File: src/rtl/sgcp_pkg.sv
`timescale 1ns / 1ps

package sgcp_pkg;

    // Default list depth and the cap on chunks per start
    localparam int DEF_MAX_ENTRIES = 16;
    localparam int RESULT_LIMIT    = 32;
    localparam int KCNT_W          = $clog2(RESULT_LIMIT + 1);

    localparam int ADDR_W  = 32;
    localparam int LEN_W   = 16;
    localparam int BYTES_W = 24;
    localparam int CFG_W   = 24;

    // Command codes
    typedef enum logic [1:0] {
        CMD_LOAD_SRC = 2'd0,
        CMD_LOAD_DST = 2'd1,
        CMD_START    = 2'd2
    } t_cmd;

    // Configuration register indexes
    localparam logic CFG_SRC_OFFSET = 1'b0;
    localparam logic CFG_BYTE_COUNT = 1'b1;

    // Sequencer states
    typedef enum logic [2:0] {
        ST_IDLE,
        ST_SKIP,
        ST_LOOP,
        ST_SRC_LOAD,
        ST_DST_LOAD,
        ST_FLUSH
    } t_state;

    typedef struct packed {
        logic [1:0]        command;
        logic [ADDR_W-1:0] segment_address;
        logic [LEN_W-1:0]  segment_length;
    } t_in;

    typedef struct packed {
        logic [ADDR_W-1:0]  chunk_source_address;
        logic [ADDR_W-1:0]  chunk_dest_address;
        logic [LEN_W-1:0]   chunk_length;
        logic [BYTES_W-1:0] total_copied;
        logic               last_chunk;
    } t_out;

    // One list entry as stored
    typedef struct packed {
        logic [ADDR_W-1:0] addr;
        logic [LEN_W-1:0]  len;
    } t_seg;

endpackage

File: src/rtl/scatter_gather_copy_planner.sv
`timescale 1ns / 1ps

// Scatter-gather copy planner. Command words load one source or destination
// list entry each (loads into a full list are dropped) or start planning. A
// start walks both lists with one small sequencer: it skips the source
// entries that lie wholly before source_offset, begins the walk, produces
// the chunks, and passes through a load state each time a list moves to its
// next entry, since the list memories return registered read data, then
// sends the final word. Chunk words leave through an output register with
// one word held back so the final one can carry last_chunk; output stalls
// hold the walk. The input is stalled from the start word until its last
// result is loaded into the output register, and a start empties both lists.
module scatter_gather_copy_planner #(
    parameter int MAX_ENTRIES = sgcp_pkg::DEF_MAX_ENTRIES
) (
    input  logic                       i_clk,
    input  logic                       i_rst_n,
    input  logic                       i_valid,
    input  sgcp_pkg::t_in              i_data,
    output logic                       o_stall,
    output logic                       o_valid,
    output sgcp_pkg::t_out             o_data,
    input  logic                       i_stall,
    input  logic                       i_cfg_we,
    input  logic                       i_cfg_idx,
    input  logic [sgcp_pkg::CFG_W-1:0] i_cfg_data
);
    import sgcp_pkg::*;

    localparam int CNT_W = $clog2(MAX_ENTRIES + 1);
    localparam int IDX_W = (MAX_ENTRIES > 1) ? $clog2(MAX_ENTRIES) : 1;

    // List memories and their registered read data
    t_seg r_src_mem [MAX_ENTRIES];
    t_seg r_dst_mem [MAX_ENTRIES];
    t_seg r_src_rd, r_dst_rd;

    t_state r_state, n_state;
    logic [CNT_W-1:0]   r_scnt, n_scnt, r_dcnt, n_dcnt;
    logic [CNT_W-1:0]   r_si, n_si, r_di, n_di;
    logic [BYTES_W-1:0] r_off, n_off;
    logic [LEN_W-1:0]   r_src_pos, n_src_pos, r_src_left, n_src_left;
    logic [LEN_W-1:0]   r_dst_pos, n_dst_pos, r_dst_left, n_dst_left;
    logic [BYTES_W-1:0] r_total, n_total;
    logic [KCNT_W-1:0]  r_k, n_k;
    logic [BYTES_W-1:0] r_src_offset, r_byte_count;
    t_out               r_out, n_out, r_pend, n_pend;
    logic               r_out_vld, n_out_vld, r_pend_vld, n_pend_vld;

    logic               w_accept, w_out_free, w_src_we, w_dst_we;
    logic [BYTES_W-1:0] w_remain;
    logic [LEN_W-1:0]   w_min_sd, w_n;
    logic [CNT_W-1:0]   w_si_inc, w_di_inc;

    assign w_accept   = i_valid && (r_state == ST_IDLE);
    assign w_out_free = !r_out_vld || !i_stall;
    assign o_stall    = (r_state != ST_IDLE);
    assign o_valid    = r_out_vld;
    assign o_data     = r_out;

    assign w_src_we = w_accept && (i_data.command == CMD_LOAD_SRC)
                      && (r_scnt < CNT_W'(MAX_ENTRIES));
    assign w_dst_we = w_accept && (i_data.command == CMD_LOAD_DST)
                      && (r_dcnt < CNT_W'(MAX_ENTRIES));

    // Chunk length: smaller of both segment remainders and the bytes still owed
    assign w_remain = r_byte_count - r_total;
    assign w_min_sd = (r_src_left < r_dst_left) ? r_src_left : r_dst_left;
    assign w_n      = ({{(BYTES_W-LEN_W){1'b0}}, w_min_sd} > w_remain)
                      ? w_remain[LEN_W-1:0] : w_min_sd;
    assign w_si_inc = r_si + CNT_W'(1);
    assign w_di_inc = r_di + CNT_W'(1);

    // Write on load, read at the next entry index
    always_ff @(posedge i_clk) begin
        if (w_src_we) begin
            r_src_mem[r_scnt[IDX_W-1:0]] <= t_seg'({i_data.segment_address,
                                                    i_data.segment_length});
        end
        if (w_dst_we) begin
            r_dst_mem[r_dcnt[IDX_W-1:0]] <= t_seg'({i_data.segment_address,
                                                    i_data.segment_length});
        end
        r_src_rd <= r_src_mem[n_si[IDX_W-1:0]];
        r_dst_rd <= r_dst_mem[n_di[IDX_W-1:0]];
    end

    // Configuration registers
    always_ff @(posedge i_clk) begin
        if (!i_rst_n) begin
            r_src_offset <= '0;
            r_byte_count <= '0;
        end else if (i_cfg_we) begin
            case (i_cfg_idx)
                CFG_SRC_OFFSET: r_src_offset <= i_cfg_data;
                CFG_BYTE_COUNT: r_byte_count <= i_cfg_data;
                default:        r_byte_count <= r_byte_count;
            endcase
        end
    end

    // Control state
    always_ff @(posedge i_clk) begin
        if (!i_rst_n) begin
            r_state    <= ST_IDLE;
            r_scnt     <= '0;
            r_dcnt     <= '0;
            r_si       <= '0;
            r_di       <= '0;
            r_out_vld  <= 1'b0;
            r_pend_vld <= 1'b0;
        end else begin
            r_state    <= n_state;
            r_scnt     <= n_scnt;
            r_dcnt     <= n_dcnt;
            r_si       <= n_si;
            r_di       <= n_di;
            r_out_vld  <= n_out_vld;
            r_pend_vld <= n_pend_vld;
        end
    end

    // Walk registers and result words
    always_ff @(posedge i_clk) begin
        r_off      <= n_off;
        r_src_pos  <= n_src_pos;
        r_src_left <= n_src_left;
        r_dst_pos  <= n_dst_pos;
        r_dst_left <= n_dst_left;
        r_total    <= n_total;
        r_k        <= n_k;
        r_out      <= n_out;
        r_pend     <= n_pend;
    end

    // Sequencer
    always_comb begin
        n_state    = r_state;
        n_scnt     = r_scnt;
        n_dcnt     = r_dcnt;
        n_si       = r_si;
        n_di       = r_di;
        n_off      = r_off;
        n_src_pos  = r_src_pos;
        n_src_left = r_src_left;
        n_dst_pos  = r_dst_pos;
        n_dst_left = r_dst_left;
        n_total    = r_total;
        n_k        = r_k;
        n_out      = r_out;
        n_pend     = r_pend;
        n_out_vld  = r_out_vld && i_stall;
        n_pend_vld = r_pend_vld;

        case (r_state)
            ST_IDLE: begin
                if (w_src_we) n_scnt = r_scnt + CNT_W'(1);
                if (w_dst_we) n_dcnt = r_dcnt + CNT_W'(1);
                if (w_accept && (i_data.command == CMD_START)) begin
                    n_si    = '0;
                    n_di    = '0;
                    n_off   = r_src_offset;
                    n_total = '0;
                    n_k     = '0;
                    n_state = ST_SKIP;
                end
            end

            // Drop whole source entries that lie before the offset
            ST_SKIP: begin
                if ((r_si < r_scnt) &&
                    (r_off >= {{(BYTES_W-LEN_W){1'b0}}, r_src_rd.len})) begin
                    n_off = r_off - {{(BYTES_W-LEN_W){1'b0}}, r_src_rd.len};
                    n_si  = w_si_inc;
                end else if ((r_si < r_scnt) && (r_dcnt != '0)) begin
                    n_src_pos  = r_off[LEN_W-1:0];
                    n_src_left = r_src_rd.len - r_off[LEN_W-1:0];
                    n_dst_pos  = '0;
                    n_dst_left = r_dst_rd.len;
                    n_state    = ST_LOOP;
                end else begin
                    n_state = ST_FLUSH;
                end
            end

            ST_LOOP: begin
                if ((r_total >= r_byte_count) || (r_k == KCNT_W'(RESULT_LIMIT))) begin
                    n_state = ST_FLUSH;
                end else if (r_src_left == '0) begin
                    n_si    = w_si_inc;
                    n_state = (w_si_inc >= r_scnt) ? ST_FLUSH : ST_SRC_LOAD;
                end else if (r_dst_left == '0) begin
                    n_di    = w_di_inc;
                    n_state = (w_di_inc >= r_dcnt) ? ST_FLUSH : ST_DST_LOAD;
                end else if (!r_pend_vld || w_out_free) begin
                    // Push the held word out, hold the new chunk back
                    if (r_pend_vld) begin
                        n_out     = r_pend;
                        n_out_vld = 1'b1;
                    end
                    n_pend.chunk_source_address = r_src_rd.addr
                                                  + {{(ADDR_W-LEN_W){1'b0}}, r_src_pos};
                    n_pend.chunk_dest_address   = r_dst_rd.addr
                                                  + {{(ADDR_W-LEN_W){1'b0}}, r_dst_pos};
                    n_pend.chunk_length         = w_n;
                    n_pend.total_copied         = r_total
                                                  + {{(BYTES_W-LEN_W){1'b0}}, w_n};
                    n_pend.last_chunk           = 1'b0;
                    n_pend_vld = 1'b1;
                    n_total    = r_total + {{(BYTES_W-LEN_W){1'b0}}, w_n};
                    n_k        = r_k + KCNT_W'(1);
                    n_src_pos  = r_src_pos + w_n;
                    n_src_left = r_src_left - w_n;
                    n_dst_pos  = r_dst_pos + w_n;
                    n_dst_left = r_dst_left - w_n;
                end
            end

            ST_SRC_LOAD: begin
                n_src_pos  = '0;
                n_src_left = r_src_rd.len;
                n_state    = ST_LOOP;
            end

            ST_DST_LOAD: begin
                n_dst_pos  = '0;
                n_dst_left = r_dst_rd.len;
                n_state    = ST_LOOP;
            end

            // Send the final word marked last, or an empty word, and clear lists
            ST_FLUSH: begin
                if (w_out_free) begin
                    if (r_pend_vld) begin
                        n_out = r_pend;
                    end else begin
                        n_out = '0;
                    end
                    n_out.last_chunk = 1'b1;
                    n_out_vld  = 1'b1;
                    n_pend_vld = 1'b0;
                    n_scnt     = '0;
                    n_dcnt     = '0;
                    n_si       = '0;
                    n_di       = '0;
                    n_state    = ST_IDLE;
                end
            end

            default: begin
                n_state = ST_IDLE;
            end
        endcase
    end

endmodule

File: config.mk
export PLATFORM = sky130hd
export DESIGN_NAME = scatter_gather_copy_planner
export DESIGN_NICKNAME = d
export VERILOG_FILES = /design/src/rtl/sgcp_pkg.sv /design/src/rtl/scatter_gather_copy_planner.sv
export SDC_FILE = /design/constraint.sdc
export NUM_CORES = 2
export LEC_CHECK = 0
export BUFFER_PORTS_ARGS = -buffer_cell sky130_fd_sc_hd__buf_2
export CORE_MARGIN = 10
export CORE_UTILIZATION = 50
export CTS_BUF_LIST = sky130_fd_sc_hd__clkbuf_4
export CTS_CLUSTER_SIZE = 40
export DETAILED_ROUTE_END_ITERATION = 12
export HOLD_SLACK_MARGIN = 0.05
export PLACE_DENSITY = 0.79
export SLEW_MARGIN = 25
export SYNTH_ARGS = -nofsm -noshare
export SYNTH_HDL_FRONTEND = slang
export SYNTH_SLANG_ARGS = --single-unit
File: constraint.sdc
create_clock -name i_clk -period 8.5 [get_ports i_clk]
set_input_delay 1.275 -clock i_clk [delete_from_list [all_inputs] [get_ports i_clk]]
set_output_delay 1.275 -clock i_clk [all_outputs]
set_load 0.005 [all_outputs]
==> summary.md <==
| Metric | Value |
|---|---|
| Worst slew margin | 25.2% |
| Gate count of the mapped netlist | ~5500 |
| WL/cell | 25.4 µm |
| Worst-margin pin slew | between 1 and 1.5 ns |
| Area growth, synth to finish | 12.0% |
| Clk sinks | approximately 2000 |
| Via count | 51900 |
| CTS tree | yes |
| Max_cap viols | 0 |
| Post-synth EDFFs | ~1900 |
| Status | complete, but fails checks |
| WHS Endpoint | r_src_offset[18] |
| Hold_sp | i_cfg_data[18] |
| Int Power | 16400 µW |
| Residual DRC | 2 |
| FF-to-FF End | r_src_pos[12] |
| Fillers | 12800 |
| RSZ-0062 raised after global routing | no |
| First-pass GRT wire length | 323000 µm |
| Area of the multi-input gates | between 20000 and 25000 µm² |
| CP Capture Type | register |
| Net switching power | 6090 µW |
| CTS max path bufs | 4 |
| Final Max Slew Viols | 0 |
| Initial Utilization | 50.3% |
| Die area | about 190000 µm² |
| Die Y | 433 µm |
| Fraction of layout cells with a size suffix above 1 | 22.3% |
| FF+latch count, synth | 2032 |
| Final period util | 95.9% |
| Synth top area cells | edfxtp_1, mux4_2, dfxtp_1 |
| Period minus WS final | between 8 and 9 ns |
| Net Sw Frac | roughly 27% |
| Pin count of the biggest net entering global routing | roughly 110 |
| Rows | 151 |
| Initial antenna violation count | 23 |
| CP startpoint kind | register |
| DIE WIDTH | 433 µm |
| Yosys top cell by area | edfxtp_1 |
| Register Area | 59300 µm² |
| Fin worst setup slack | about 0.35 ns |
| Reg2reg setup slack | 0.35 ns |
| Core box area | around 170000 µm² |
| IO Count | 187 |
| Slowest cell on the critical path | or4_1 |
| Worst hold slack | 0.158 ns |
| Worst r2r path cells | 31 |
| Seq pwr share | between 50% and 60% |
| GPL Wtd Cong | 0.927 |
| Peak Freq | 123 MHz |
| Clock skew | 0.146 ns |
| Pre-CTS setup slack | -0.0689 ns |
| GRT overflow | 0 |
| Total Wirelength | 222000 µm |
| Synth Area per Inst | 15.4 µm² |
| Clock transition at path regs | 0.07 ns |
| DR iter-0 viols | 5828 |
| Worst-Skew Late Latency | between 1 and 1.5 ns |
| Worst r2r src | r_src_left[1] |
| Total CTS buffers | 492 |
| CTS Root Cell | clkbuf_4 |
| CP arrival | about 9.3 ns |
| VDD IR max | 0.120 mV |
| # setup viols final | 0 |
| Crit Path Max Fanout | 13 |
| Mapped Area | ~85000 µm² |
| Port bufs | between 150 and 200 |
| Post-DP HPWL | 131000 µm |
| Nets | 6400 |
| Clk network pwr share | a little over a third |
| Crit path required time | 9.64 ns |
| Register area share after synthesis | 69.6% |
| Power per cell area | ~240 nW/µm² |
| WHS Path Cells | 3 |
| Post-synth net total | approximately 5900 |
| LEAKAGE | 0.0334 µW |
| Final core occ | a little under three fifths |
| WS Path Type | reg2reg |
| Comb pwr share | 14.5% |
| Async S/R FF share, synth | 0% |
| Gr usage total | 23.0% |
| Yosys top cell area share | 65.6% |
| Failing checks | DRC |
| CP max stage delay | approximately 0.55 ns |
| H-tree Lvls | 5 |
| Routed Antenna Nets | 0 |
| Final Hold Vio Count | 0 |
| Via/cell ratio | 5.94 |
| Most common flop cell mapped by yosys | edfxtp_1 |
| Drt first pass iters | 10 |
| Netlist cell types | 81 |
| Hold WC Path Type | in2reg |
| Vias in the first global route | 51400 |
| Yosys warnings | 0 |
[metrics by stage]
stage / instances / cell area (µm²) / setup TNS, ns / power, µW
after CTS: 8711 / 95400 / 0 / 22600
after global routing: 8722 / 95500 / 0 / 23500
after detailed placement: 7796 / 89000 / -0.126 / 14800
after global placement: 7795 / 89000 / 0 / 14700
after floorplan: 5548 / 85300 / 0 / 13700
final: 8724 / 95500 / 0 / 22500
[power by group through the flow]
stage | clock, µW | sequential (µW) | combinational, µW
floorplan | 0 | 11500 | 2180
global placement | 0 | 11600 | 3110
detailed placement | 0 | 11600 | 3180
CTS | 8030 | 11400 | 3210
global route | 8560 | 11400 | 3570
finish | 7880 | 11400 | 3260
[worst max-delay path: cells and delay by family (launching register included)]
| family | cells | cell delay, ns |
|---|---|---|
| fa+ha+maj | 3 | 0.97 |
| mux | 2 | 0.61 |
| simple gates | 6 | 1.77 |
| flops | 1 | 0.52 |
| compound gates | 18 | 3.65 |
| buf+inv | 2 | 0.41 |
[registers in the layout, indices dropped and copies added, names as in the netlist, 48 cells and up]
register,flops
r_src_mem,768
r_pend,104
r_dst_mem,768
r_src_rd,48
o_data,105
r_dst_rd,48
[layout make-up]
type | instances | area share [%]
repair buffers | 288 | 1.95
flip-flops and latches | 2032 | 62.1
clock buffers | 727 | 5.72
well taps | 2218 | 2.91
diodes | 8 | 0.0210
clock inverters | 177 | 0.848
inverters | 186 | 0.731
multi-input cells | 3088 | 25.7
[cells in the final DEF, fill, tap and decap left out, drive strengths merged, types with 27 or more instances in the layout]
cell | netlist | layout
or4 | 50 | 50
a21oi | 261 | 261
clkinv | 1 | 170
o21ai | 160 | 160
dfxtp | 169 | 169
xor2 | 50 | 50
nand3 | 68 | 68
nand4 | 32 | 32
mux2 | 220 | 220
xnor2 | 101 | 101
and2 | 27 | 27
buf | 76 | 277
nor3 | 122 | 122
a21o | 39 | 39
ha | 222 | 222
nand2b | 28 | 28
o22ai | 155 | 155
edfxtp | 1863 | 1863
a22oi | 105 | 105
mux4 | 192 | 192
clkbuf | 166 | 727
nand2 | 519 | 519
nor2 | 175 | 175
nor2b | 138 | 138
mux2i | 114 | 114
inv | 185 | 187
and3 | 36 | 36
[synth_stat cells, types with 27 or more instances]
master	number
edfxtp_1	1863
nand2_1	518
a21oi_1	260
ha_1	222
mux4_2	192
inv_1	185
nor2_1	175
dfxtp_1	169
clkbuf_1	166
o22ai_1	155
o21ai_0	153
mux2_2	142
nor2b_1	138
nor3_1	120
mux2i_1	114
a22oi_1	104
xnor2_1	101
mux2_1	78
nand3_1	66
or4_1	50
xor2_1	50
a21o_1	39
and3_1	36
nand4_1	32
buf_2	31
nand2b_1	28
and2_1	27
[worst max-delay path by stage]
stage                     to          start  slack, ns
6_report       r_src_pos[12]  r_src_left[1]       0.35
5_1_grt        r_dst_pos[15]  r_dst_left[1]       0.03
4_1_cts        r_src_pos[12]  r_src_left[1]       0.06
3_5_place_dp   r_src_pos[12]  r_src_left[1]      -0.07
3_3_place_gp   r_src_pos[14]  r_src_left[1]        0.1
2_1_floorplan      o_data[0]     r_total[0]       0.46
[cells by family after synthesis]
kind of cell    count (synthesis)  share of synthesized area [%]
simple gates                 1264                           7.12
xor+xnor                      151                           1.55
mux                           526                           9.32
buf+inv                       428                           2.17
compound gates                915                           6.76
flops                        2032                           69.6
fa+ha+maj                     232                           3.49
[layer usage]
layer	GRT usage, %	wire length, µm
met5	0	80
met2	37.4	107000
met3	5.65	21300
met4	11.2	10300
met1	29.0	82900
[repair_timing]
action | CTS | global route
pin swaps | 0 | 1
resized for setup | 1 | 10
gates cloned | 0 | 0
hold buffers | 11 | 0
setup buffers | 0 | 2
hold endpoints to repair | 15 | 0
endpoints found under the setup margin | 2 | 22
No activity file was read; power rests on OpenSTA's default activity.
